--- config.mk ---
export PLATFORM = sky130hd
export DESIGN_NAME = drive_enable_sequencer
export DESIGN_NICKNAME = d
export VERILOG_FILES = /design/src/des_pkg.sv /design/src/drive_enable_sequencer.sv /design/src/des_cfg_regs.sv /design/src/des_step.sv
export SDC_FILE = /design/constraint.sdc
export NUM_CORES = 1
export LEC_CHECK = 0
export BUFFER_PORTS_ARGS = -buffer_cell sky130_fd_sc_hd__buf_4
export CORE_ASPECT_RATIO = 0.5
export CORE_MARGIN = 3
export CORE_UTILIZATION = 40
export CTS_CLUSTER_SIZE = 24
export DETAILED_ROUTE_END_ITERATION = 10
export PLACE_DENSITY_LB_ADDON = 0.3
export SLEW_MARGIN = 10
export SYNTH_ARGS = -nofsm -noshare
export SYNTH_HDL_FRONTEND = slang
export SYNTH_SLANG_ARGS = --single-unit
export TNS_END_PERCENT = 10
--- constraint.sdc ---
create_clock -name clk -period 11.8 [get_ports clk]
set_input_delay 1.18 -clock clk [delete_from_list [all_inputs] [get_ports clk]]
set_output_delay 1.18 -clock clk [all_outputs]
set_load 0.05 [all_outputs]
--- src/des_pkg.sv ---
// shared types, codes and helpers for the drive enable sequencer
package des_pkg;

  localparam int CFG_AW = 3;
  localparam int CFG_DW = 16;

  localparam logic [CFG_AW-1:0] CFG_STATUS_MASK      = 3'd0;
  localparam logic [CFG_AW-1:0] CFG_CODE_READY       = 3'd1;
  localparam logic [CFG_AW-1:0] CFG_CODE_SWITCHED_ON = 3'd2;
  localparam logic [CFG_AW-1:0] CFG_CODE_OP_ENABLED  = 3'd3;
  localparam logic [CFG_AW-1:0] CFG_CODE_FAULT       = 3'd4;
  localparam logic [CFG_AW-1:0] CFG_CODE_ON_DISABLED = 3'd5;

  localparam logic [15:0] RST_STATUS_MASK      = 16'h006F;
  localparam logic [15:0] RST_CODE_READY       = 16'h0021;
  localparam logic [15:0] RST_CODE_SWITCHED_ON = 16'h0023;
  localparam logic [15:0] RST_CODE_OP_ENABLED  = 16'h0027;
  localparam logic [15:0] RST_CODE_FAULT       = 16'h0008;
  localparam logic [15:0] RST_CODE_ON_DISABLED = 16'h0040;

  localparam logic [15:0] CW_NONE        = 16'd0;
  localparam logic [15:0] CW_SHUTDOWN    = 16'd6;
  localparam logic [15:0] CW_SWITCH_ON   = 16'd7;
  localparam logic [15:0] CW_ENABLE_OP   = 16'd15;
  localparam logic [15:0] CW_FAULT_RESET = 16'd128;
  localparam logic [15:0] CW_QUICK_STOP  = 16'd2;

  localparam logic [2:0] MODE_CODE_IDLE     = 3'd0;
  localparam logic [2:0] MODE_CODE_SETUP    = 3'd1;
  localparam logic [2:0] MODE_CODE_SHUTDOWN = 3'd2;
  localparam logic [2:0] MODE_CODE_SWON     = 3'd3;
  localparam logic [2:0] MODE_CODE_ENABLE   = 3'd4;
  localparam logic [2:0] MODE_CODE_RUNNING  = 3'd5;
  localparam logic [2:0] MODE_CODE_FAULT    = 3'd6;

  typedef enum logic [2:0] {
    CMD_SYNC     = 3'd0,
    CMD_STATUS   = 3'd1,
    CMD_RUNNING  = 3'd2,
    CMD_STOPPED  = 3'd3,
    CMD_CONFIRM  = 3'd4,
    CMD_TARGET   = 3'd5
  } cmd_t;

  typedef enum logic [6:0] {
    MODE_IDLE     = 7'b0000001,
    MODE_SETUP    = 7'b0000010,
    MODE_SHUTDOWN = 7'b0000100,
    MODE_SWON     = 7'b0001000,
    MODE_ENABLE   = 7'b0010000,
    MODE_RUNNING  = 7'b0100000,
    MODE_FAULT    = 7'b1000000
  } mode_t;

  typedef struct packed {
    logic [15:0] status_mask;
    logic [15:0] code_ready;
    logic [15:0] code_switched_on;
    logic [15:0] code_op_enabled;
    logic [15:0] code_fault;
    logic [15:0] code_on_disabled;
  } cfg_t;

  typedef struct packed {
    mode_t              mode;
    logic               write_sent;
    logic               write_done;
    logic               reset_sent;
    logic [15:0]        last_status;
    logic signed [31:0] last_position;
    logic signed [31:0] held_target;
  } seq_state_t;

  typedef struct packed {
    logic               cw_valid;
    logic [15:0]        control_out;
    logic               target_valid;
    logic signed [31:0] target_out;
    logic               mode_write_req;
    logic [2:0]         master_mode;
  } result_t;

  function automatic logic [2:0] mode_code(input mode_t m);
    logic [2:0] c;
    c = MODE_CODE_IDLE;
    unique case (m)
      MODE_IDLE:     c = MODE_CODE_IDLE;
      MODE_SETUP:    c = MODE_CODE_SETUP;
      MODE_SHUTDOWN: c = MODE_CODE_SHUTDOWN;
      MODE_SWON:     c = MODE_CODE_SWON;
      MODE_ENABLE:   c = MODE_CODE_ENABLE;
      MODE_RUNNING:  c = MODE_CODE_RUNNING;
      MODE_FAULT:    c = MODE_CODE_FAULT;
      default:       c = MODE_CODE_IDLE;
    endcase
    return c;
  endfunction

endpackage

--- src/drive_enable_sequencer.sv ---
// top level of the drive enable sequencer: input stage, sequencer state, result stage
//
//  channel | direction | handshake          | payload
//  in_     | input     | in_valid/in_stall  | command, status_in, position_in,
//          |           |                    | abort_code, target_in
//  out_    | output    | out_valid/out_stall| cw_valid, control_out, target_valid,
//          |           |                    | target_out, mode_write_req, master_mode
//  cfg_    | input     | cfg_we             | cfg_addr, cfg_wdata
//
// one item per cycle sustained while out_stall is low; each item passes through the input
// register, then the event update into the result register
// the rate is set by the update of the mode and state registers
// synchronous active-low reset returns mode to idle and configuration to defaults
// out_stall holds the result register; the input register then fills and in_stall rises
module drive_enable_sequencer
  import des_pkg::*;
(
  input  logic               clk,
  input  logic               rst_n,
  input  logic               in_valid,
  output logic               in_stall,
  input  logic [2:0]         in_command,
  input  logic [15:0]        in_status_in,
  input  logic signed [31:0] in_position_in,
  input  logic [31:0]        in_abort_code,
  input  logic signed [31:0] in_target_in,
  output logic               out_valid,
  input  logic               out_stall,
  output logic               out_cw_valid,
  output logic [15:0]        out_control_out,
  output logic               out_target_valid,
  output logic signed [31:0] out_target_out,
  output logic               out_mode_write_req,
  output logic [2:0]         out_master_mode,
  input  logic               cfg_we,
  input  logic [CFG_AW-1:0]  cfg_addr,
  input  logic [CFG_DW-1:0]  cfg_wdata
);

  cfg_t       cfg;
  seq_state_t state_r;
  seq_state_t state_nxt;
  result_t    step_res;
  result_t    res_r;

  logic               s1_valid_r;
  logic [2:0]         s1_command_r;
  logic [15:0]        s1_status_r;
  logic signed [31:0] s1_position_r;
  logic [31:0]        s1_abort_r;
  logic signed [31:0] s1_target_r;
  logic               out_valid_r;
  logic               advance;

  des_cfg_regs u_cfg (
    .clk       (clk),
    .rst_n     (rst_n),
    .cfg_we    (cfg_we),
    .cfg_addr  (cfg_addr),
    .cfg_wdata (cfg_wdata),
    .cfg       (cfg)
  );

  des_step u_step (
    .cfg         (cfg),
    .state       (state_r),
    .command     (s1_command_r),
    .status_in   (s1_status_r),
    .position_in (s1_position_r),
    .abort_code  (s1_abort_r),
    .target_in   (s1_target_r),
    .state_nxt   (state_nxt),
    .result      (step_res)
  );

  // result register free or draining this cycle
  assign advance  = !out_valid_r || !out_stall;
  assign in_stall = s1_valid_r && !advance;

  always_ff @(posedge clk) begin
    if (!rst_n) begin
      s1_valid_r <= 1'b0;
    end else if (!in_stall) begin
      s1_valid_r <= in_valid;
    end
  end

  always_ff @(posedge clk) begin
    if (!in_stall && in_valid) begin
      s1_command_r  <= in_command;
      s1_status_r   <= in_status_in;
      s1_position_r <= in_position_in;
      s1_abort_r    <= in_abort_code;
      s1_target_r   <= in_target_in;
    end
  end

  always_ff @(posedge clk) begin
    if (!rst_n) begin
      state_r.mode          <= MODE_IDLE;
      state_r.write_sent    <= 1'b0;
      state_r.write_done    <= 1'b0;
      state_r.reset_sent    <= 1'b0;
      state_r.last_status   <= '0;
      state_r.last_position <= '0;
      state_r.held_target   <= '0;
    end else if (s1_valid_r && advance) begin
      state_r <= state_nxt;
    end
  end

  always_ff @(posedge clk) begin
    if (!rst_n) begin
      out_valid_r <= 1'b0;
    end else if (advance) begin
      out_valid_r <= s1_valid_r;
    end
  end

  always_ff @(posedge clk) begin
    if (s1_valid_r && advance) res_r <= step_res;
  end

  assign out_valid          = out_valid_r;
  assign out_cw_valid       = res_r.cw_valid;
  assign out_control_out    = res_r.control_out;
  assign out_target_valid   = res_r.target_valid;
  assign out_target_out     = res_r.target_out;
  assign out_mode_write_req = res_r.mode_write_req;
  assign out_master_mode    = res_r.master_mode;

endmodule

--- src/des_cfg_regs.sv ---
// configuration register file with write decode
module des_cfg_regs
  import des_pkg::*;
(
  input  logic              clk,
  input  logic              rst_n,
  input  logic              cfg_we,
  input  logic [CFG_AW-1:0] cfg_addr,
  input  logic [CFG_DW-1:0] cfg_wdata,
  output cfg_t              cfg
);

  cfg_t cfg_r;
  cfg_t cfg_nxt;

  always_comb begin
    cfg_nxt = cfg_r;
    if (cfg_we) begin
      unique case (cfg_addr)
        CFG_STATUS_MASK:      cfg_nxt.status_mask      = cfg_wdata;
        CFG_CODE_READY:       cfg_nxt.code_ready       = cfg_wdata;
        CFG_CODE_SWITCHED_ON: cfg_nxt.code_switched_on = cfg_wdata;
        CFG_CODE_OP_ENABLED:  cfg_nxt.code_op_enabled  = cfg_wdata;
        CFG_CODE_FAULT:       cfg_nxt.code_fault       = cfg_wdata;
        CFG_CODE_ON_DISABLED: cfg_nxt.code_on_disabled = cfg_wdata;
        default:              cfg_nxt = cfg_r;
      endcase
    end
  end

  always_ff @(posedge clk) begin
    if (!rst_n) begin
      cfg_r.status_mask      <= RST_STATUS_MASK;
      cfg_r.code_ready       <= RST_CODE_READY;
      cfg_r.code_switched_on <= RST_CODE_SWITCHED_ON;
      cfg_r.code_op_enabled  <= RST_CODE_OP_ENABLED;
      cfg_r.code_fault       <= RST_CODE_FAULT;
      cfg_r.code_on_disabled <= RST_CODE_ON_DISABLED;
    end else begin
      cfg_r <= cfg_nxt;
    end
  end

  assign cfg = cfg_r;

endmodule

--- src/des_step.sv ---
// per-event next-state and result logic
module des_step
  import des_pkg::*;
(
  input  cfg_t               cfg,
  input  seq_state_t         state,
  input  logic [2:0]         command,
  input  logic [15:0]        status_in,
  input  logic signed [31:0] position_in,
  input  logic [31:0]        abort_code,
  input  logic signed [31:0] target_in,
  output seq_state_t         state_nxt,
  output result_t            result
);

  logic [15:0] st;
  result_t     res;

  assign st = state.last_status & cfg.status_mask;

  always_comb begin
    state_nxt          = state;
    res.cw_valid       = 1'b0;
    res.control_out    = CW_NONE;
    res.target_valid   = 1'b0;
    res.target_out     = '0;
    res.mode_write_req = 1'b0;
    res.master_mode    = MODE_CODE_IDLE;

    unique case (command)
      CMD_SYNC: begin
        unique case (state.mode)
          MODE_SETUP: begin
            if (!state.write_sent) begin
              res.mode_write_req   = 1'b1;
              state_nxt.write_sent = 1'b1;
            end else if (state.write_done) begin
              state_nxt.write_done = 1'b0;
              state_nxt.write_sent = 1'b0;
              res.cw_valid         = 1'b1;
              res.control_out      = CW_SHUTDOWN;
              state_nxt.mode       = MODE_SHUTDOWN;
            end
          end
          MODE_SHUTDOWN: begin
            if (st == cfg.code_ready) begin
              res.cw_valid    = 1'b1;
              res.control_out = CW_SWITCH_ON;
              state_nxt.mode  = MODE_SWON;
            end
          end
          MODE_SWON: begin
            if (st == cfg.code_switched_on) begin
              state_nxt.held_target = state.last_position;
              res.target_valid      = 1'b1;
              res.target_out        = state.last_position;
              res.cw_valid          = 1'b1;
              res.control_out       = CW_ENABLE_OP;
              state_nxt.mode        = MODE_ENABLE;
            end
          end
          MODE_ENABLE: begin
            if (st == cfg.code_op_enabled) state_nxt.mode = MODE_RUNNING;
          end
          MODE_RUNNING: begin
            res.target_valid = 1'b1;
            res.target_out   = state.held_target;
            if (st == cfg.code_fault) begin
              state_nxt.reset_sent = 1'b0;
              state_nxt.mode       = MODE_FAULT;
            end else if (st == cfg.code_on_disabled || st == cfg.code_ready ||
                         st == cfg.code_switched_on) begin
              state_nxt.mode = MODE_IDLE;
            end
          end
          MODE_FAULT: begin
            res.cw_valid = 1'b1;
            if (!state.reset_sent) begin
              res.control_out      = CW_FAULT_RESET;
              state_nxt.reset_sent = 1'b1;
            end else begin
              res.control_out      = CW_SHUTDOWN;
              state_nxt.reset_sent = 1'b0;
              state_nxt.mode       = MODE_SHUTDOWN;
            end
          end
          default: ;
        endcase
      end
      CMD_STATUS: begin
        state_nxt.last_status   = status_in;
        state_nxt.last_position = position_in;
      end
      CMD_RUNNING: begin
        state_nxt.write_done  = 1'b0;
        state_nxt.write_sent  = 1'b0;
        state_nxt.reset_sent  = 1'b0;
        state_nxt.last_status = '0;
        state_nxt.mode        = MODE_SETUP;
      end
      CMD_STOPPED: begin
        res.cw_valid    = 1'b1;
        res.control_out = CW_QUICK_STOP;
        state_nxt.mode  = MODE_IDLE;
      end
      CMD_CONFIRM: begin
        // nonzero abort code drops back to idle from any mode
        if (abort_code != '0) state_nxt.mode = MODE_IDLE;
        else state_nxt.write_done = 1'b1;
      end
      CMD_TARGET: begin
        state_nxt.held_target = target_in;
        if (state.mode == MODE_RUNNING) begin
          res.target_valid = 1'b1;
          res.target_out   = target_in;
        end
      end
      default: ;
    endcase

    res.master_mode = mode_code(state_nxt.mode);
  end

  assign result = res;

endmodule

==> results.toml <==
[logic_synthesis]
seq_area_frac_synth_pct = 60.9
syn_avg_cell_area_um2 = 10.0
synth_ff_type = "dfxtp_1"
yosys.area.top_type_share_pct = 34.0
synth_fa_ha_area_share_pct = 0
synth_area_leaders = "edfxtp_1, dfxtp_1, nand2_1"
async_flop_share_pct = 0
synthMuxAreaShare_pct = 0.233
ys_types = 56
synth_top_cell_by_area = "edfxtp_1"
synth_edf_count = 158
ys_seq_elements = 346
synth_top_family_by_area = "simple AND/OR/NAND/NOR gates"
synthSimpleGateAreaFrac_pct = 18.0
synthXorXnorAreaFrac_pct = 3.32
ys_warn_count = 0
synth_compound_area_share_pct = 14.5
synthesis.area_mm2 = 0.0140
syn_inst = 1396

[routing]
route.detailed.drc = 0
viasPerCell = 5.27
wl_met3_um = 2040
wl_met1_um = 15800
wirelength_um = 36100
dr.pass1.iters = 5
ant_nets = 0
top_layer = "met4"
drt_iter0_markers = 959
wl_met2_um = 17500
post_drt_wl_per_cell_um = 17.7
vias = 10758

[floorplan]
rows = 47
dieArea_mm2 = 0.0373
die_h_um = 138
core_mm2 = 0.0337
ioPinCount = 195
die_w_um = 270
start_util_pct = 41.4

[layout]
fin_area_mm2 = 0.0168
layout_common_cells = "nand2_1, buf_4, dfxtp_1"
area_delta_synth_final_pct = 20.0
final_layout_size_suffix_gt1_share_pct = 17.1
post-route-util_pct = 49.7
antenna_cells = 0
final_common_cell = "nand2_1"
fin_nets = 1690
fillers = 3161

[clock_network]
ctsHoldBuffers = 0
root_buffer = "clkbuf_16"
clk-insertion-delay-late_ns = 0.58
cts_resized = 0
clock-sinks = 346
cts_tree = "built"
clkTransAtPathRegs_ns = 0.07
cts_buffer_depth = 3
cts_setup_buffers = 0
htree_levels = 1
cts-buffers-inserted = 31

[placement]
hpwlAfterDp_um = 23500
placedInstanceArea_mm2 = 0.0157
place.gp.congestion = 0.862
io_buffers = 183

[setup_path]
crit_required_ns = 12.20
critPathSlowestCell = "nor4_1"
critPathMaxFanout = 8
path_class = "reg2reg"
worstPathCellList = "nand2_1 > xor2_1 > nand4_1 > nor4_1 > nor4_4 > o31ai_1 > xnor2_1 > mux2_2 > nor3_1"
cp-end-kind = "flip-flop"
cp.buffers_inverters = 0
critical_path_arrival_ns = 3.99
path_delay_family = "simple AND/OR/NAND/NOR gates"
slowest_delay_ns = 1.03
start_kind = "flip-flop"

[power_and_ir_drop]
cellLeakagePower_nw = 5.97
intPower_mw = 1.93
switchingPower_mw = 0.568
irDropWorstVdd_mv = 0.0981
pwr-share-clk_pct = 40.5
pwr-share-comb_pct = 6.7
swShare_pct = 22.7
power_density_mw_per_mm2 = 149
seqPwrFrac_pct = 52.8

[sta]
hold_ws_ns = 0.465
rsz0062_at_grt = "false"
period_share_pct = 30.4
fin_skew_ns = 0.0200
worst_pin_slew_ns = 1.20
slew_viol_final = 0
finalSetupViolCount = 0
min_period_ns = 3.59
setup-tns-final_ns = 0
hold_viol_final = 0
maxSlewHeadroom_pct = 19.5
max_freq_ghz = 0.279

[hold_path]
worst_hold_path_type = "reg2reg"

[global_routing]
grt_pass1_vias = 10207
grt_antenna_before_repair = 0
grt-ovfl-total = 0
grt_pass1_wl_um = 56400
grt_max_degree = 97
grtUsageTotal_pct = 18.7

[run_status]
status = "finished clean"

[flow_run]
maxCapViolCount = 0
per-layer routing:
metal / vias to the layer above / GRT usage, %
li1: 5298 / -
met5: - / 0
met1: 5093 / 25.3
met3: 53 / 3.10
met2: 314 / 31.5
met4: 0 / 4.36
cell usage after synthesis (all sizes together) (3+ instances only):
cell type / instances
o21a: 4
nand3: 21
dfxtp: 188
a211oi: 6
nand2: 366
inv: 5
or4: 7
nor2b: 6
nor4: 15
o31ai: 3
a311oi: 32
nand4: 14
clkbuf: 68
nand2b: 4
o22ai: 49
nor2: 79
a22oi: 50
nor3: 11
xnor2: 4
nor4b: 4
edfxtp: 158
and3: 36
buf: 22
o211ai: 3
o21ai: 11
xor2: 49
a21oi: 155
metrics by stage:
step,power (mW),instances,worst slack (ns)
6_report,2.50,2041,8.21
5_1_grt,2.59,2041,7.96
4_1_cts,2.53,2040,8.25
3_5_place_dp,1.51,1982,7.91
3_3_place_gp,1.51,1982,8.01
2_1_floorplan,1.44,1406,4.54
flip-flops by register name (all words and copies together), names as in the netlist, 5 cells and up:
register / flops
out_control_out: 5
s1_target_r: 32
s1_abort_r: 32
out_target_out: 32
u_cfg.cfg: 96
s1_position_r: 32
s1_status_r: 16
state_r: 90
worst register-to-register path: cells and delay by family, from the launching register on:
kind	cells	cell delay, ns
compound gates	1	0.68
flops	1	0.47
simple gates	5	1.69
mux	1	0.28
xor+xnor	2	0.32
logic make-up after synthesis:
group                  after synthesis
multiplexers                         3
XOR/XNOR                            53
other                                1
buffers and inverters               96
AO/OA/AOI/OAI                      322
AND/OR/NAND/NOR                    575
flip-flops                         346
worst paths after layout:
| kind | start | end | slack (ns) | cells after the start |
|---|---|---|---|---|
| setup reg to reg | state_r[73] | out_master_mode[2] | 8.21 | 9 |
| setup / recovery | state_r[73] | out_master_mode[2] | 8.21 | 9 |
| hold reg to reg | u_cfg.cfg[0] | u_cfg.cfg[0] | 0.47 | 2 |
| hold / removal | u_cfg.cfg[0] | u_cfg.cfg[0] | 0.47 | 2 |
final cells by class:
class / count / area [µm²] / area share, %
Clock buffer: 45 / 900 / 5.37
Clock inverter: 13 / 121 / 0.724
Inverter: 6 / 25.0 / 0.149
Multi-Input combinational cell: 964 / 5100 / 30.4
Sequential cell: 346 / 8510 / 50.8
Tap cell: 465 / 582 / 3.47
Timing Repair Buffer: 202 / 1530 / 9.12
power groups by stage:
stage	Clock (mW)	Combinational [mW]	Sequential, mW
6_report	1.01	0.167	1.32
2_1_floorplan	0	0.0839	1.35
3_3_place_gp	0	0.166	1.35
5_1_grt	1.08	0.183	1.32
3_5_place_dp	0	0.168	1.35
4_1_cts	1.04	0.168	1.32
No activity file was read; power rests on OpenSTA's default activity.
